<file path="config.mk">
export PLATFORM = sky130hd
export DESIGN_NAME = dual_bank_interrupt_controller_flat
export DESIGN_NICKNAME = d
export VERILOG_FILES = /design/src/dbic_pkg.sv /design/src/dbic_req_if.sv /design/src/dbic_rsp_if.sv /design/src/dbic_regs.sv /design/src/dual_bank_interrupt_controller.sv /design/src/flat_wrapper.sv
export SDC_FILE = /design/constraint.sdc
export NUM_CORES = 1
export LEC_CHECK = 0
export BUFFER_PORTS_ARGS = -buffer_cell sky130_fd_sc_hd__buf_2
export CELL_PAD_IN_SITES_DETAIL_PLACEMENT = 0
export CELL_PAD_IN_SITES_GLOBAL_PLACEMENT = 1
export CORE_AREA = 2 2 183 221
export DETAILED_ROUTE_END_ITERATION = 16
export DIE_AREA = 0 0 185 223
export PLACE_DENSITY = 0.89
export SYNTH_ARGS = -nofsm -noshare
export SYNTH_HDL_FRONTEND = slang
export SYNTH_SLANG_ARGS = --single-unit
</file>
<file path="constraint.sdc">
create_clock -name clock -period 9.62 [get_ports clock]
set_input_delay 1.443 -clock clock [delete_from_list [all_inputs] [get_ports clock]]
set_output_delay 1.443 -clock clock [all_outputs]
set_load 0.05 [all_outputs]
</file>
<file path="src/dbic_pkg.sv">
// Types, codes and byte helpers for the dual bank interrupt controller.
// No dependencies.
package dbic_pkg;

   typedef enum logic [2:0] {
      OP_BUS_READ   = 3'd0,
      OP_BUS_WRITE  = 3'd1,
      OP_PRIV_WRITE = 3'd2,
      OP_LINE_LEVEL = 3'd3,
      OP_LINE_PULSE = 3'd4
   } op_type;

   // Register codes within a bank: address bits 4..2.
   typedef enum logic [2:0] {
      REG_STATUS = 3'd0,
      REG_ENABLE = 3'd1,
      REG_ACK    = 3'd2,
      REG_LATCH  = 3'd3,
      REG_INVERT = 3'd4,
      REG_MASKED = 3'd5
   } reg_type;

   localparam logic [5:0]  IDX_REVISION  = 6'd20;
   localparam logic [5:0]  IDX_SRC_COUNT = 6'd21;
   localparam logic [31:0] REVISION_WORD = 32'h0001_0900;

   typedef struct packed {
      logic [2:0] operation;
      logic [7:0] address;
      logic [7:0] write_data;
      logic [4:0] source_line;
      logic       line_level;
   } item_type;

   typedef struct packed {
      logic [7:0] read_data;
      logic [1:0] pending;
   } result_type;

   function automatic logic [7:0] byte_of(input logic [31:0] word, input logic [1:0] sel);
      logic [31:0] s;
      s = word >> {sel, 3'b000};
      return s[7:0];
   endfunction

   function automatic logic [31:0] put_byte(input logic [31:0] word, input logic [1:0] sel,
                                            input logic [7:0] v);
      logic [31:0] mask;
      mask = 32'h0000_00FF << {sel, 3'b000};
      return (word & ~mask) | ({24'h0, v} << {sel, 3'b000});
   endfunction

endpackage

</file>
<file path="src/dbic_req_if.sv">
// Request channel: valid/ready plus one controller transaction.
// Depends on dbic_pkg.
interface dbic_req_if;
   import dbic_pkg::*;

   logic       valid;
   logic       ready;
   logic [2:0] operation;
   logic [7:0] address;
   logic [7:0] write_data;
   logic [4:0] source_line;
   logic       line_level;

   modport source (output valid, operation, address, write_data, source_line, line_level,
                   input ready);
   modport sink (input valid, operation, address, write_data, source_line, line_level,
                 output ready);
endinterface

</file>
<file path="src/dbic_rsp_if.sv">
// Response channel: valid/ready plus read byte and per-bank pending flags.
// Depends on dbic_pkg.
interface dbic_rsp_if;
   import dbic_pkg::*;

   logic       valid;
   logic       ready;
   logic [7:0] read_data;
   logic [1:0] pending;

   modport source (output valid, read_data, pending, input ready);
   modport sink (input valid, read_data, pending, output ready);
endinterface

</file>
<file path="src/dbic_regs.sv">
// Register banks and the read/modify/write logic for one transaction.
// Depends on dbic_pkg.
module dbic_regs #(
   parameter int POWER_SOURCE_BIT = 15,
   parameter int SOURCE_COUNT     = 22
) (
   input  logic                 clock,
   input  logic                 reset,
   input  logic                 upd_en,
   input  dbic_pkg::item_type   item,
   output dbic_pkg::result_type result
);
   import dbic_pkg::*;

   localparam logic [31:0] POWER_MASK =
      (POWER_SOURCE_BIT < SOURCE_COUNT) ? (32'h1 << POWER_SOURCE_BIT) : 32'h0;

   logic [31:0] status_ff [2];
   logic [31:0] enable_ff [2];
   logic [31:0] latch_ff  [2];
   logic [31:0] invert_ff [2];
   logic [31:0] status_in [2];
   logic [31:0] enable_in [2];
   logic [31:0] latch_in  [2];
   logic [31:0] invert_in [2];

   logic [5:0]  idx;
   logic        bsel;
   logic [1:0]  bsub;
   logic        bank_hit;
   logic [31:0] line_mask;
   logic [31:0] shifted;
   logic [7:0]  rd;

   assign idx      = item.address[7:2];
   assign bsel     = item.address[5];
   assign bsub     = item.address[1:0];
   assign bank_hit = (idx[5:4] == 2'b00);
   assign shifted  = {24'h0, item.write_data} << {bsub, 3'b000};
   assign line_mask = ({1'b0, item.source_line} < 6'(SOURCE_COUNT)) ?
                      (32'h1 << item.source_line) : 32'h0;

   always_comb begin
      rd = 8'h00;
      for (int b = 0; b < 2; b++) begin
         status_in[b] = status_ff[b];
         enable_in[b] = enable_ff[b];
         latch_in[b]  = latch_ff[b];
         invert_in[b] = invert_ff[b];
      end

      case (item.operation)
         OP_BUS_READ: begin
            if (bank_hit) begin
               case (idx[2:0])
                  REG_STATUS: rd = byte_of(status_ff[bsel], bsub);
                  REG_ENABLE: rd = byte_of(enable_ff[bsel], bsub);
                  REG_LATCH:  rd = byte_of(latch_ff[bsel], bsub);
                  REG_INVERT: rd = byte_of(invert_ff[bsel], bsub);
                  REG_MASKED: rd = byte_of(status_ff[bsel] & enable_ff[bsel], bsub);
                  default:    rd = 8'h00;
               endcase
            end else if (idx == IDX_REVISION) begin
               rd = byte_of(REVISION_WORD, bsub);
            end else if (idx == IDX_SRC_COUNT) begin
               rd = bsub[1] ? 8'h00 : 8'(SOURCE_COUNT);
            end
         end
         OP_BUS_WRITE, OP_PRIV_WRITE: begin
            if (bank_hit) begin
               case (idx[2:0])
                  REG_STATUS: begin
                     if (item.operation == OP_PRIV_WRITE) begin
                        status_in[bsel] = put_byte(status_ff[bsel], bsub, item.write_data);
                     end
                  end
                  REG_ENABLE:
                     enable_in[bsel] = put_byte(enable_ff[bsel], bsub, item.write_data);
                  REG_ACK:
                     status_in[bsel] = status_ff[bsel] & ~(shifted & latch_ff[bsel]);
                  REG_LATCH:
                     latch_in[bsel] = put_byte(latch_ff[bsel], bsub, item.write_data);
                  REG_INVERT:
                     invert_in[bsel] = put_byte(invert_ff[bsel], bsub, item.write_data);
                  REG_MASKED: begin
                     if (item.operation == OP_PRIV_WRITE) begin
                        enable_in[bsel] = enable_ff[bsel] | shifted;
                        status_in[bsel] = status_ff[bsel] | shifted;
                     end
                  end
                  default: ;
               endcase
            end
         end
         OP_LINE_LEVEL: begin
            // active (level xor invert) sets the bit, otherwise only latched bits survive
            for (int b = 0; b < 2; b++) begin
               status_in[b] = (status_ff[b] & ~line_mask) |
                              (line_mask & (({32{item.line_level}} ^ invert_ff[b]) |
                                            (status_ff[b] & latch_ff[b])));
            end
         end
         OP_LINE_PULSE: begin
            // high then low: ends set if inverted or latched
            for (int b = 0; b < 2; b++) begin
               status_in[b] = (status_ff[b] & ~line_mask) |
                              (line_mask & (invert_ff[b] | latch_ff[b]));
            end
         end
         default: ;
      endcase

      result.read_data  = rd;
      result.pending[0] = |(status_in[0] & enable_in[0]);
      result.pending[1] = |(status_in[1] & enable_in[1]);
   end

   always_ff @(posedge clock) begin
      if (reset) begin
         for (int b = 0; b < 2; b++) begin
            status_ff[b] <= POWER_MASK;
            enable_ff[b] <= 32'h0;
            latch_ff[b]  <= 32'h0;
            invert_ff[b] <= 32'h0;
         end
      end else if (upd_en) begin
         for (int b = 0; b < 2; b++) begin
            status_ff[b] <= status_in[b];
            enable_ff[b] <= enable_in[b];
            latch_ff[b]  <= latch_in[b];
            invert_ff[b] <= invert_in[b];
         end
      end
   end

endmodule

</file>
<file path="src/dual_bank_interrupt_controller.sv">
// Top level of the dual bank interrupt controller: input register, register
// banks (dbic_regs) and output register. Depends on dbic_pkg and the channel interfaces.
//
//   channel | direction | payload
//   req_ch  | in        | operation, address, write_data, source_line, line_level
//   rsp_ch  | out       | read_data, pending
//
// One transaction per cycle sustained while rsp is not stalled; an accepted req passes
// through the input register and then the output register before rsp valid rises.
// The banks are read, modified and written in the single cycle a transaction leaves the
// input register, so back-to-back line events and bus accesses see each other in order.
// Reset (synchronous) empties both registers and loads the power-on status bit.
// A stalled rsp holds its output register; req stays ready as long as the input register
// can move on, so the only stall upstream is a full input register behind a stalled rsp.
module dual_bank_interrupt_controller #(
   parameter int POWER_SOURCE_BIT = 15,
   parameter int SOURCE_COUNT     = 22
) (
   input logic        clock,
   input logic        reset,
   dbic_req_if.sink   req_ch,
   dbic_rsp_if.source rsp_ch
);
   import dbic_pkg::*;

   // Input register
   logic       in_valid_ff;
   logic       in_valid_in;
   item_type   in_item_ff;
   item_type   req_item;

   // Output register
   logic       out_valid_ff;
   logic       out_valid_in;
   result_type out_ff;
   result_type step_result;

   logic       req_accept;
   logic       advance;

   assign req_item = '{operation:   req_ch.operation,
                       address:     req_ch.address,
                       write_data:  req_ch.write_data,
                       source_line: req_ch.source_line,
                       line_level:  req_ch.line_level};

   // The held transaction moves into the banks when the output slot is free or draining.
   assign advance      = in_valid_ff && (!out_valid_ff || rsp_ch.ready);
   assign req_ch.ready = !in_valid_ff || advance;
   assign req_accept   = req_ch.valid && req_ch.ready;

   assign in_valid_in  = req_accept || (in_valid_ff && !advance);
   assign out_valid_in = advance || (out_valid_ff && !rsp_ch.ready);

   dbic_regs #(
      .POWER_SOURCE_BIT (POWER_SOURCE_BIT),
      .SOURCE_COUNT     (SOURCE_COUNT)
   ) u_regs (
      .clock  (clock),
      .reset  (reset),
      .upd_en (advance),
      .item   (in_item_ff),
      .result (step_result)
   );

   always_ff @(posedge clock) begin
      if (reset) begin
         in_valid_ff  <= 1'b0;
         out_valid_ff <= 1'b0;
      end else begin
         in_valid_ff  <= in_valid_in;
         out_valid_ff <= out_valid_in;
      end
      if (req_accept) begin
         in_item_ff <= req_item;
      end
      if (advance) begin
         out_ff <= step_result;
      end
   end

   assign rsp_ch.valid     = out_valid_ff;
   assign rsp_ch.read_data = out_ff.read_data;
   assign rsp_ch.pending   = out_ff.pending;

endmodule

</file>
<file path="src/flat_wrapper.sv">
// flat-port wrapper written by rule: the top's interface ports become plain ports
module dual_bank_interrupt_controller_flat import dbic_pkg::*;
#(
   parameter int POWER_SOURCE_BIT = 15,
   parameter int SOURCE_COUNT     = 22
)
  (clock, reset, req_ch_valid, req_ch_operation, req_ch_address, req_ch_write_data, req_ch_source_line, req_ch_line_level, req_ch_ready, rsp_ch_valid, rsp_ch_read_data, rsp_ch_pending, rsp_ch_ready);
  dbic_req_if req_ch_i ();
  dbic_rsp_if rsp_ch_i ();
  input logic clock;
  input logic reset;
  input wire logic [$bits(req_ch_i.valid)-1:0] req_ch_valid;
  input wire logic [$bits(req_ch_i.operation)-1:0] req_ch_operation;
  input wire logic [$bits(req_ch_i.address)-1:0] req_ch_address;
  input wire logic [$bits(req_ch_i.write_data)-1:0] req_ch_write_data;
  input wire logic [$bits(req_ch_i.source_line)-1:0] req_ch_source_line;
  input wire logic [$bits(req_ch_i.line_level)-1:0] req_ch_line_level;
  output wire logic [$bits(req_ch_i.ready)-1:0] req_ch_ready;
  output wire logic [$bits(rsp_ch_i.valid)-1:0] rsp_ch_valid;
  output wire logic [$bits(rsp_ch_i.read_data)-1:0] rsp_ch_read_data;
  output wire logic [$bits(rsp_ch_i.pending)-1:0] rsp_ch_pending;
  input wire logic [$bits(rsp_ch_i.ready)-1:0] rsp_ch_ready;
  assign req_ch_i.valid = req_ch_valid;
  assign req_ch_i.operation = req_ch_operation;
  assign req_ch_i.address = req_ch_address;
  assign req_ch_i.write_data = req_ch_write_data;
  assign req_ch_i.source_line = req_ch_source_line;
  assign req_ch_i.line_level = req_ch_line_level;
  assign req_ch_ready = req_ch_i.ready;
  assign rsp_ch_valid = rsp_ch_i.valid;
  assign rsp_ch_read_data = rsp_ch_i.read_data;
  assign rsp_ch_pending = rsp_ch_i.pending;
  assign rsp_ch_i.ready = rsp_ch_ready;
  dual_bank_interrupt_controller #(.POWER_SOURCE_BIT(POWER_SOURCE_BIT), .SOURCE_COUNT(SOURCE_COUNT)) u_core (.clock(clock), .reset(reset), .req_ch(req_ch_i), .rsp_ch(rsp_ch_i));
endmodule
</file>
==> summary.md <==
| Metric | Value |
|---|---|
| Ant. Diodes | 0 |
| CTS Buf Count | 31 |
| Total grt overflow | 0 |
| Die area | roughly 0.041 sq mm |
| Synthesized area per cell | ~9 sq um |
| Largest net degree at the start of global routing | 97 |
| Clock buffer depth | 3 |
| Hold Vio Cnt, Final | 0 |
| Setup CP Type | reg2reg |
| CP required | 9950 ps |
| Total setup buffers inserted after CTS | 0 |
| DR WL/cell | 33.0 um |
| IR drop worst, VDD | between 0.15 and 0.2 mV |
| Most Frequent Cell on Critical Path | buf_4 |
| Crit-path slowest cell | or4_1 |
| P&R area growth vs syn | 7.52% |
| Worst-path clk slew | about 70 ps |
| HP Class | reg2reg |
| Pwr dens | 154 mW/mm^2 |
| DR vias | 21100 |
| Gates resized, CTS repair | 0 |
| Netlist cell types | 86 |
| Register area share after synthesis | 0.420 |
| Final setup viols | 0 |
| Cell taking the most area after synthesis | edfxtp_1 |
| Synth Register Bits | 294 |
| Post-DP HPWL | between 60 and 70 mm |
| RSZ-0062 raised after global routing | no |
| Clock Latency Late Sink | about 600 ps |
| Layout cell share with drive strength beyond 1 | 0.0969 |
| CTS H-tree depth | 1 |
| Initial antenna violation count | 1 |
| Final TNS setup | 0 ps |
| Multi-input logic area | roughly 0.011 sq mm |
| EDFF count, synth | a little under 300 |
| Fill count | 3589 |
| Pins Over Slew Limit | 0 |
| I/O pin count | between 40 and 50 |
| Die Wd | about 190 um |
| Critical Path Source Type | register |
| Mapped cell area | ~0.021 sq mm |
| Syn Nets | ~2400 |
| First-pass GRT wire length | between 100 and 150 mm |
| Tot Pwr | around 3.5 mW |
| Reg2reg setup slack | around 4700 ps |
| Pleak | between 7 and 8 nW |
| Drt total wl | between 90 and 100 mm |
| CTS tree | built |
| Port bufs | 40 |
| RePlAce Congestion | 1.04 |
| Die Span Y | about 220 um |
| Worst hold slack | about 530 ps |
| Critical path endpoint category | register |
| Crit-path cells | buf_4, buf_4, and3b_1, nor2_1, or2_1, buf_4, o311ai_0, a41oi_1, or4_1, nor4_1, nand4_1 |
| Synth top area cells | edfxtp_1, nor2_1, a21oi_1 |
| Worst relative slew slack | 0.174 |
| GRT Total Usage | 0.448 |
| Asr flop ratio synth | 0 |
| DR DRC count | 0 |
| Clock root cell | clkbuf_16 |
| Ys flop type | edfxtp_1 |
| Crit path largest cell delay | roughly 660 ps |
| Setup Skew | about 20 ps |
| Crit path max fanout | 40 |
| Post-route ant nets | 0 |
| Least-Margin Pin Slew | about 1200 ps |
| Vias per std cell | 7.39 |
| Pre-CTS setup slack | approximately 5000 ps |
| Syn Inst Count | about 2400 |
| Core Area | between 0.03 and 0.04 sq mm |
| Cell row count | 80 |
| Post-layout util | 0.574 |
| Initial Util | 0.534 |
| Vias in the first global route | slightly below 20000 |
| Top-area cell type share of the netlist area | 0.417 |
| Tmin final | 4920 ps |
| Final WS setup | 4700 ps |
| Maxcap violations | 0 |
| Synthesis Warnings | 0 |
| Crit share post-route | 0.511 |
| Fmax | a little over 200 MHz |
| First DRT Iteration DRCs | ~3400 |
| TritonRoute pass-1 iters | 7 |
| CTS sink cnt | a little under 300 |
| Outcome | complete, no violations |
| CTS hold repair buffers | 0 |
| Register area | between 0.008 and 0.009 sq mm |
| CP arrival | 5250 ps |
| Nets | 2333 |
==> registers in the layout, indices dropped and copies added (netlist names), named ones only <==
name	cells
u_core.u_regs.enable_ff	64
u_core.u_regs.invert_ff	64
u_core.u_regs.latch_ff	64
u_core.u_regs.status_ff	64
u_core.in_item_ff	25
u_core.rsp_ch.read_data	8
u_core.rsp_ch.pending	2
u_core.in_valid_ff	1
u_core.rsp_ch.valid	1
==> metal layers <==
| metal | GRT usage | share of wire | vias up |
|---|---|---|---|
| met5 | 0 | 0.00019 | - |
| met2 | 0.684 | 0.43 | 1731 |
| met3 | 0.104 | 0.12 | 533 |
| met1 | 0.556 | 0.36 | 9984 |
| li1 | - | - | 8857 |
| met4 | 0.321 | 0.093 | 2 |
==> placed cells by master, fill, tap and decap left out, types with 28 or more instances in the layout <==
cell / n
o21a_1: 33
nand2b_1: 37
o22ai_1: 40
edfxtp_1: 291
clkbuf_16: 31
nor2_1: 441
a211oi_1: 100
mux2_2: 40
nand3_1: 28
nand2_1: 129
a21oi_1: 272
buf_4: 56
buf_2: 40
o2bb2ai_1: 29
mux2i_1: 106
o21ai_0: 143
and2_1: 56
==> report_power, final <==
group | total (mW) | internal [mW] | switching (mW)
registers | 1.57 | 1.49 | 0.0782
clock network | 1.24 | 0.700 | 0.540
logic | 0.653 | 0.195 | 0.458
==> cells by family (layout without fill, tap and decap cells) <==
group,Yosys count,after routing,synth area share
buf+inv,224,178,0.0439
compound gates,874,874,0.275
fa+ha+maj,4,4,0.00239
simple gates,819,819,0.182
flops,294,294,0.420
xor+xnor,8,8,0.00406
mux,146,146,0.0721
==> synthesized netlist by cell type, types with 15 or more instances <==
| master | instances |
|---|---|
| a211oi_1 | 100 |
| a21oi_1 | 273 |
| a22oi_1 | 15 |
| and2_1 | 56 |
| buf_1 | 15 |
| buf_2 | 42 |
| clkbuf_1 | 137 |
| edfxtp_1 | 291 |
| inv_1 | 23 |
| mux2_2 | 40 |
| mux2i_1 | 106 |
| nand2_1 | 129 |
| nand2b_1 | 39 |
| nand3_1 | 28 |
| nand3b_1 | 18 |
| nor2_1 | 445 |
| nor3_1 | 17 |
| o211ai_1 | 24 |
| o21a_1 | 33 |
| o21ai_0 | 143 |
| o221ai_1 | 17 |
| o22ai_1 | 40 |
| o2bb2ai_1 | 29 |
| o31ai_1 | 17 |
==> per-stage QoR <==
stage,area [sq um],cells
2_1_floorplan,21000,2369
3_3_place_gp,21500,2800
3_5_place_dp,21500,2800
4_1_cts,22500,2856
5_1_grt,22500,2856
6_report,22500,2856
==> path summary, 6_finish.rpt <==
kind                                    from                            endpoint  cells after the start
min            u_core.in_valid_ff$_SDFF_PP0_      u_core.rsp_ch.valid$_SDFF_PP0_                      2
max          u_core.in_item_ff[18]$_DFFE_PP_  u_core.rsp_ch.pending[0]$_DFFE_PP_                     11
max reg2reg  u_core.in_item_ff[18]$_DFFE_PP_  u_core.rsp_ch.pending[0]$_DFFE_PP_                     11
min reg2reg    u_core.in_valid_ff$_SDFF_PP0_      u_core.rsp_ch.valid$_SDFF_PP0_                      2
==> cell type report <==
type                            instances  area share
Sequential cell                       294       0.391
Multi-Input combinational cell       1851       0.503
Clock buffer                           43      0.0382
Clock inverter                         13     0.00633
Timing Repair Buffer                   97      0.0284
Tap cell                              533      0.0296
Inverter                               25     0.00416
==> worst max-delay path: cells and delay by family (launching register included) <==
kind | cells | cell delay (ps)
simple gates | 6 | 2440
compound gates | 2 | 580
buf+inv | 3 | 1230
flops | 1 | 330
Power figures use the tool's default switching activity.
